File: config.mk
export PLATFORM = sky130hd
export DESIGN_NAME = trimmed_mean_smoother
export DESIGN_NICKNAME = d
export VERILOG_FILES = /design/src/rtl/core/tms_pkg.sv /design/src/rtl/core/tms_stats.sv /design/src/rtl/core/trimmed_mean_smoother.sv
export SDC_FILE = /design/constraint.sdc
export NUM_CORES = 1
export LEC_CHECK = 0
export BUFFER_PORTS_ARGS = -buffer_cell sky130_fd_sc_hd__buf_4
export CAP_MARGIN = 5
export CORE_MARGIN = 4
export CORE_UTILIZATION = 50
export DETAILED_ROUTE_END_ITERATION = 10
export GPL_TIMING_DRIVEN = 0
export PLACE_DENSITY = 0.72
export REMOVE_ABC_BUFFERS = 1
export SYNTH_ARGS = -nofsm -noshare
export SYNTH_HDL_FRONTEND = slang
export SYNTH_SLANG_ARGS = --single-unit
File: constraint.sdc
create_clock -name clock -period 28.9 [get_ports clock]
set_input_delay 5.78 -clock clock [delete_from_list [all_inputs] [get_ports clock]]
set_output_delay 5.78 -clock clock [all_outputs]
set_load 0.05 [all_outputs]
File: src/rtl/core/tms_pkg.sv
// ----------------------------------------------------------------------------
// Trimmed-mean smoother package
// Shared widths, default sizes and the reciprocal lookup used for the
// division of the trimmed sum by the count of kept entries.
// ----------------------------------------------------------------------------
package tms_pkg;

   // Fixed widths of the word fields on the ports.
   localparam int CHANNEL_W = 2;
   localparam int SAMPLE_W  = 10;

   // Defaults of the top-level parameters.
   localparam int CHANNELS_DEF    = 4;
   localparam int WINDOW_DEF      = 5;
   localparam int SAMPLE_BITS_DEF = 10;

   // Trimming starts at this many filled entries and drops this many.
   localparam int TRIM_MIN_FILL = 3;
   localparam int TRIM_DROP     = 2;

   // Divisors run from 1 to 6; a 3-bit code covers them.
   localparam int DIVISOR_W = 3;

   // Quotient = (total * recip_of(d)) >> RECIP_SHIFT, with each entry the
   // ceiling of 2^RECIP_SHIFT / d. The shift is large enough to be exact for
   // sums of up to 19 bits and divisors up to 6. A zero divisor never occurs.
   localparam int RECIP_SHIFT = 22;
   localparam int RECIP_W     = 23;

   function automatic logic [RECIP_W-1:0] recip_of(input logic [DIVISOR_W-1:0] d);
      logic [RECIP_W-1:0] r;
      case (d)
         3'd1:    r = 23'd4194304;
         3'd2:    r = 23'd2097152;
         3'd3:    r = 23'd1398102;
         3'd4:    r = 23'd1048576;
         3'd5:    r = 23'd838861;
         3'd6:    r = 23'd699051;
         3'd7:    r = 23'd599187;
         default: r = '0;
      endcase
      return r;
   endfunction

endpackage

File: src/rtl/core/tms_stats.sv
// ----------------------------------------------------------------------------
// Trimmed-mean smoother window statistics
// Inserts the new sample into the row read from the window memory and forms
// the trimmed sum and the divisor over the filled entries.
// ----------------------------------------------------------------------------
module tms_stats #(
   parameter int WINDOW      = tms_pkg::WINDOW_DEF,
   parameter int SAMPLE_BITS = tms_pkg::SAMPLE_BITS_DEF
) (
   input  logic [WINDOW-1:0][SAMPLE_BITS-1:0]               row_old,
   input  logic [SAMPLE_BITS-1:0]                           sample,
   input  logic [$clog2(WINDOW)-1:0]                        pos,
   input  logic [$clog2(WINDOW+1)-1:0]                      fill,
   output logic [WINDOW-1:0][SAMPLE_BITS-1:0]               row_new,
   output logic [SAMPLE_BITS+$clog2(WINDOW)-1:0]            total,
   output logic [tms_pkg::DIVISOR_W-1:0]                    divisor
);
   import tms_pkg::*;

   localparam int POS_W  = $clog2(WINDOW);
   localparam int FILL_W = $clog2(WINDOW+1);
   localparam int SUM_W  = SAMPLE_BITS + $clog2(WINDOW);

   logic [SUM_W-1:0]       sum;
   logic [SAMPLE_BITS-1:0] min_val;
   logic [SAMPLE_BITS-1:0] max_val;

   // The new sample replaces the entry at the write position.
   always_comb begin
      for (int i = 0; i < WINDOW; i++) begin
         row_new[i] = (POS_W'(i) == pos) ? sample : row_old[i];
      end
   end

   // Sum, minimum and maximum over the filled entries only.
   always_comb begin
      sum     = '0;
      min_val = '1;
      max_val = '0;
      for (int i = 0; i < WINDOW; i++) begin
         if (FILL_W'(i) < fill) begin
            sum = sum + SUM_W'(row_new[i]);
            if (row_new[i] < min_val) begin
               min_val = row_new[i];
            end
            if (row_new[i] > max_val) begin
               max_val = row_new[i];
            end
         end
      end
   end

   // With enough entries the extremes are dropped from the sum and the count.
   always_comb begin
      if (fill >= FILL_W'(TRIM_MIN_FILL)) begin
         total   = sum - SUM_W'(min_val) - SUM_W'(max_val);
         divisor = DIVISOR_W'(fill - FILL_W'(TRIM_DROP));
      end else begin
         total   = sum;
         divisor = DIVISOR_W'(fill);
      end
   end

endmodule

File: src/rtl/core/trimmed_mean_smoother.sv
// ----------------------------------------------------------------------------
// Trimmed-mean smoother
// Keeps a ring window of recent samples per channel in a row-wide memory and
// returns, for each sample word, the mean of the channel's filled entries
// with the minimum and maximum dropped once three or more are present.
//
//   Channel   Direction  Handshake              Payload
//   req_      in         req_valid / req_stall  req_channel, req_sample
//   rsp_      out        rsp_valid / rsp_stall  rsp_channel_out, rsp_smoothed
//
// The memory row is read at acceptance, merge and trim follow in the merge
// state, and the reciprocal multiply loads the result register from the
// multiply state. A new word can be accepted while the previous one is in
// the multiply stage but not during its merge; the window memory's
// read-merge-write of one row sets that limit.
// Reset is synchronous and clears the per-channel write positions and fill
// counts; the window memory holds no reset value and needs no clearing.
// A stalled result word holds the multiply stage, which in turn stalls input.
// ----------------------------------------------------------------------------
module trimmed_mean_smoother #(
   parameter int CHANNELS    = tms_pkg::CHANNELS_DEF,
   parameter int WINDOW      = tms_pkg::WINDOW_DEF,
   parameter int SAMPLE_BITS = tms_pkg::SAMPLE_BITS_DEF
) (
   input  logic                           clock,
   input  logic                           reset,
   input  logic                           req_valid,
   output logic                           req_stall,
   input  logic [tms_pkg::CHANNEL_W-1:0]  req_channel,
   input  logic [tms_pkg::SAMPLE_W-1:0]   req_sample,
   output logic                           rsp_valid,
   input  logic                           rsp_stall,
   output logic [tms_pkg::CHANNEL_W-1:0]  rsp_channel_out,
   output logic [tms_pkg::SAMPLE_W-1:0]   rsp_smoothed
);
   import tms_pkg::*;

   localparam int CH_W   = (CHANNELS > 1) ? $clog2(CHANNELS) : 1;
   localparam int POS_W  = $clog2(WINDOW);
   localparam int FILL_W = $clog2(WINDOW+1);
   localparam int SUM_W  = SAMPLE_BITS + $clog2(WINDOW);
   localparam int PROD_W = SUM_W + RECIP_W;

   typedef enum logic [1:0] {
      ST_IDLE,
      ST_MERGE,
      ST_DIV
   } state_type;

   typedef logic [WINDOW-1:0][SAMPLE_BITS-1:0] row_type;

   state_type state_ff;

   // Window memory, one row per channel, and the per-channel ring state.
   row_type           win_mem [CHANNELS];
   row_type           rd_row_ff;
   logic [POS_W-1:0]  pos_ff  [CHANNELS];
   logic [FILL_W-1:0] fill_ff [CHANNELS];

   // Word in flight.
   logic [CHANNEL_W-1:0]   item_ch_ff;
   logic                   item_ok_ff;
   logic [SAMPLE_BITS-1:0] item_sample_ff;
   logic [POS_W-1:0]       item_pos_ff;
   logic [FILL_W-1:0]      item_fill_ff;
   logic [SUM_W-1:0]       total_ff;
   logic [DIVISOR_W-1:0]   divisor_ff;

   // Result register.
   logic                 rsp_valid_ff;
   logic [CHANNEL_W-1:0] rsp_channel_ff;
   logic [SAMPLE_W-1:0]  rsp_smoothed_ff;

   logic                 req_accept;
   logic                 out_free;
   logic                 in_range;
   logic [CH_W-1:0]      ch_idx;
   logic [CH_W-1:0]      item_idx;
   logic [POS_W-1:0]     pos_cur;
   logic [FILL_W-1:0]    fill_cur;
   logic [POS_W-1:0]     pos_in;
   logic [FILL_W-1:0]    fill_in;
   row_type              row_in;
   logic [SUM_W-1:0]     total_in;
   logic [DIVISOR_W-1:0] divisor_in;
   logic [PROD_W-1:0]    prod;
   logic [SAMPLE_W-1:0]  smoothed_in;

   // Handshake: the merge cycle never takes a word, and the multiply stage
   // only hands over when the result register can take its word.
   assign out_free   = !rsp_valid_ff || !rsp_stall;
   assign req_stall  = (state_ff == ST_MERGE) || ((state_ff == ST_DIV) && !out_free);
   assign req_accept = req_valid && !req_stall;

   // Channel lookup and ring advance for the incoming word.
   assign in_range = int'(req_channel) < CHANNELS;
   assign ch_idx   = CH_W'(req_channel);
   assign item_idx = CH_W'(item_ch_ff);
   assign pos_cur  = pos_ff[ch_idx];
   assign fill_cur = fill_ff[ch_idx];
   assign pos_in   = (pos_cur == POS_W'(WINDOW - 1)) ? '0 : pos_cur + POS_W'(1);
   assign fill_in  = (fill_cur == FILL_W'(WINDOW)) ? fill_cur : fill_cur + FILL_W'(1);

   tms_stats #(
      .WINDOW      (WINDOW),
      .SAMPLE_BITS (SAMPLE_BITS)
   ) u_stats (
      .row_old (rd_row_ff),
      .sample  (item_sample_ff),
      .pos     (item_pos_ff),
      .fill    (item_fill_ff),
      .row_new (row_in),
      .total   (total_in),
      .divisor (divisor_in)
   );

   // Division by the kept count as a multiply by its reciprocal.
   assign prod        = PROD_W'(total_ff) * PROD_W'(recip_of(divisor_ff));
   assign smoothed_in = item_ok_ff ? prod[RECIP_SHIFT +: SAMPLE_W] : '0;

   // Window memory: row read at acceptance, merged row written back next cycle.
   always_ff @(posedge clock) begin
      if (req_accept && in_range) begin
         rd_row_ff <= win_mem[ch_idx];
      end
      if ((state_ff == ST_MERGE) && item_ok_ff) begin
         win_mem[item_idx] <= row_in;
      end
   end

   // Per-channel write position and fill count.
   always_ff @(posedge clock) begin
      if (reset) begin
         for (int i = 0; i < CHANNELS; i++) begin
            pos_ff[i]  <= '0;
            fill_ff[i] <= '0;
         end
      end else if (req_accept && in_range) begin
         pos_ff[ch_idx]  <= pos_in;
         fill_ff[ch_idx] <= fill_in;
      end
   end

   // Payload of the word in flight.
   always_ff @(posedge clock) begin
      if (req_accept) begin
         item_ch_ff     <= req_channel;
         item_ok_ff     <= in_range;
         item_sample_ff <= SAMPLE_BITS'(req_sample);
         item_pos_ff    <= pos_cur;
         item_fill_ff   <= fill_in;
      end
      if (state_ff == ST_MERGE) begin
         total_ff   <= total_in;
         divisor_ff <= divisor_in;
      end
   end

   // Sequencer and result register.
   always_ff @(posedge clock) begin
      if (reset) begin
         state_ff     <= ST_IDLE;
         rsp_valid_ff <= 1'b0;
      end else begin
         // A taken result word clears the flag unless the multiply stage
         // hands over the next one in the same cycle.
         if (!rsp_stall && (state_ff != ST_DIV)) begin
            rsp_valid_ff <= 1'b0;
         end
         case (state_ff)
            ST_IDLE: begin
               if (req_accept) begin
                  state_ff <= ST_MERGE;
               end
            end
            ST_MERGE: begin
               state_ff <= ST_DIV;
            end
            ST_DIV: begin
               if (out_free) begin
                  rsp_valid_ff    <= 1'b1;
                  rsp_channel_ff  <= item_ch_ff;
                  rsp_smoothed_ff <= smoothed_in;
                  state_ff        <= req_accept ? ST_MERGE : ST_IDLE;
               end
            end
            default: begin
               state_ff <= ST_IDLE;
            end
         endcase
      end
   end

   assign rsp_valid       = rsp_valid_ff;
   assign rsp_channel_out = rsp_channel_ff;
   assign rsp_smoothed    = rsp_smoothed_ff;

`ifndef SYNTHESIS
   // An accepted word always moves on to the merge cycle.
   a_accept_to_merge: assert property (@(posedge clock) disable iff (reset)
      req_accept |=> state_ff == ST_MERGE)
      else $error("accepted word did not enter the merge cycle");

   // The merge cycle is always followed by the multiply stage.
   a_merge_to_div: assert property (@(posedge clock) disable iff (reset)
      state_ff == ST_MERGE |=> state_ff == ST_DIV)
      else $error("merge cycle not followed by the multiply stage");

   // A blocked multiply stage holds its word.
   a_div_holds: assert property (@(posedge clock) disable iff (reset)
      (state_ff == ST_DIV) && !out_free |=> state_ff == ST_DIV)
      else $error("multiply stage dropped a word while blocked");

   // A fresh result word only comes out of the multiply stage.
   a_result_source: assert property (@(posedge clock) disable iff (reset)
      $rose(rsp_valid_ff) |-> $past(state_ff) == ST_DIV)
      else $error("result word appeared outside the multiply stage");

   // The fill count of a looked-up channel never passes the window depth.
   a_fill_bound: assert property (@(posedge clock) disable iff (reset)
      req_accept && in_range |-> fill_cur <= FILL_W'(WINDOW))
      else $error("fill count exceeds the window depth");
`endif

endmodule
==> impl_metrics.tcl <==
set metrics [dict create \
    die_x_um 234 \
    grt_pass1_vias 17500 \
    slowest_delay_ns 0.88 \
    ant_nets 0 \
    ios 30 \
    cts_buffers 36 \
    power_density_mw_per_mm2 119 \
    fin_crit_sh_pct 55.6 \
    layout.nets 2616 \
    synth_edf_count 320 \
    end_kind "register" \
    clockBufferDepth 3 \
    start_util_pct 50.6 \
    post-place-cells 2823 \
    fin_worst_skew_ns 0.0200 \
    irDropWorstVdd_mv 0.102 \
    worstSkewPairLatency_ns 0.55 \
    critPathArrivalTime_ns 16.34 \
    antenna_cells 0 \
    syn_area_sq_mm 0.0254 \
    drive_above_1_share_pct 11.5 \
    holdPathStages 1 \
    syn_to_final_growth_pct 9.04 \
    fp.dieArea_sq_mm 0.0546 \
    grt_pass1_wl_um 98300 \
    vias 16700 \
    synth_cells 2170 \
    drtIter0Drc 1283 \
    htreeDepth 2 \
    postCtsSetupRepairBufs 0 \
    path_class "register to register" \
    crit_slowest_cell "a311o_1" \
    clock_sinks 323 \
    wl_per_cell_um 21.5 \
    fin_cells 2889 \
    cp_max_fo 28 \
    min_path_type "register to register" \
    tightest_slew_ns 1.34 \
    rr_worst_depth 56 \
    min_period_ns 16.06 \
    coreArea_sq_mm 0.0503 \
    hold_buffers 0 \
    syn_avg_cell_area_sq_um 11.7 \
    slew_headroom_pct 10.3 \
    rows 82 \
    dr.pass1.iters 6 \
    power_mw 3.31 \
    wl_um 62000 \
    fin_setup_tns_ns 0 \
    nFillCells 4214 \
    clk_pin_slew_ns 0.06 \
    grt_max_degree 62 \
    status "finished clean" \
    io_buffers 29 \
    ys_ff_latch 323 \
    avgViaCountPerCell 5.79 \
    regArea_sq_mm 0.00967 \
    antenna_found_initial 0 \
    required_ns 29.18 \
    clock.fmax_mhz 62.3 \
    postCtsResizedCells 0 \
    synth.distinct_cells 75 \
    setup_viol 0 \
    die_y_um 234 \
    ys.flop_type "edfxtp_1" \
    root_buffer "clkbuf_16" \
    post-dp-hpwl_um 48200 \
    async_reset_ff_share_pct 0 \
    grt_overflow 0 \
    maxCapViolations 0 \
    hold_viol 0 \
    grt_usage_pct 23.5 \
    multi_input_area_sq_mm 0.0142 \
    cts_tree "yes" \
    leakage_nw 11.9 \
    crit_path_frequent_cell "a21o_1" \
    slew_viol_final 0 \
    rsz0062_at_grt "false" \
    ys.warnings.count 0 \
    place_congestion 0.988 \
    seq_area_frac_synth_pct 38.0 \
    drc 0 \
    cp-start-kind "register" \
]
cell usage after synthesis, types with 49 or more instances:
library cell	instances	area, sq um
a21o_1	52	390
a21oi_1	87	435
and2_1	68	425
clkbuf_1	51	191
edfxtp_1	320	9610
fa_1	221	4420
ha_1	188	2350
inv_1	346	1300
mux2i_1	49	490
mux4_2	56	1260
nand2_1	131	492
nor2_1	118	443
o21ai_0	73	365
layout by cell type, fill, tap and decap left out, drive strengths merged, types with 28 or more instances in the layout:
cell and n:
inv 352, edfxtp 320, fa 221, ha 188, nand2 131, nor2 119, a21oi 87, o21ai 78
and2 69, mux4 56, a21o 52, mux2i 51, buf 50, mux2 49, clkbuf 44, xnor2 38
and3 28
routing by layer:
layer	vias to the layer above	GRT usage [%]	part of all wire, %
met5	-	0	0
met3	124	4.46	7.0
met1	8459	33.0	44
li1	7574	-	-
met2	581	37.3	47
met4	0	7.00	3.0
area by class of cell:
class / count / share of cell area [%]
Tap cell: 672 / 3.03
Inverter: 347 / 4.70
Sequential cell: 323 / 34.9
Clock buffer: 44 / 3.46
Timing Repair Buffer: 50 / 1.86
Clock inverter: 20 / 0.807
Multi-Input combinational cell: 1433 / 51.3
worst max-delay path: cells and delay by family (launching register included):
kind / cells / cell delay, ns
buffers and inverters: 2 / 0.28
XOR/XNOR: 1 / 0.07
AO/OA/AOI/OAI: 25 / 6.51
AND/OR/NAND/NOR: 21 / 6.16
adder cells (fa/ha/maj): 6 / 1.76
flip-flops: 1 / 0.80
multiplexers: 1 / 0.16
per-stage QoR:
step                      instance area (sq um)  hold WS, ns  util (%)  setup WS, ns
after floorplan                           25100        0.422         -         15.33
after global placement                    26200        0.447      52.1         11.66
after detailed placement                  26500        0.464      52.7         12.89
after CTS                                 27700        0.478      55.1         12.78
after global routing                      27700        0.514      55.2         11.88
final                                     27700        0.487      55.2         12.84
registers in the layout, indices dropped and copies added, names as in the netlist:
register / flops
rsp_channel_out: 2
item_ch_ff: 2
pos_ff: 12
item_pos_ff: 3
divisor_ff: 3
total_ff: 13
rsp_valid: 1
rd_row_ff: 50
win_mem: 200
rsp_smoothed: 10
item_sample_ff: 10
fill_ff: 12
item_fill_ff: 3
state_ff: 2
power breakdown:
group | total [mW] | switching [mW] | internal, mW
logic | 2.21 | 1.26 | 0.951
clock network | 0.456 | 0.189 | 0.267
registers | 0.644 | 0.0412 | 0.603
total | 3.31 | 1.49 | 1.82
kinds of logic (layout without fill, tap and decap cells):
logic type | Yosys count | after routing | share of synthesized area, %
compound gates | 311 | 311 | 7.93
buf+inv | 414 | 461 | 6.28
simple gates | 500 | 500 | 9.92
flops | 323 | 323 | 38.0
fa+ha+maj | 409 | 409 | 26.6
mux | 156 | 156 | 9.27
xor+xnor | 57 | 57 | 1.96
worst paths after layout:
kind / from / to / slack [ns]
hold / removal: state_ff[0] / state_ff[0] / 0.49
setup reg to reg: item_fill_ff[2] / total_ff[12] / 12.84
setup / recovery: item_fill_ff[2] / total_ff[12] / 12.84
hold reg to reg: state_ff[0] / state_ff[0] / 0.49
(Power assumes the default switching activity.)
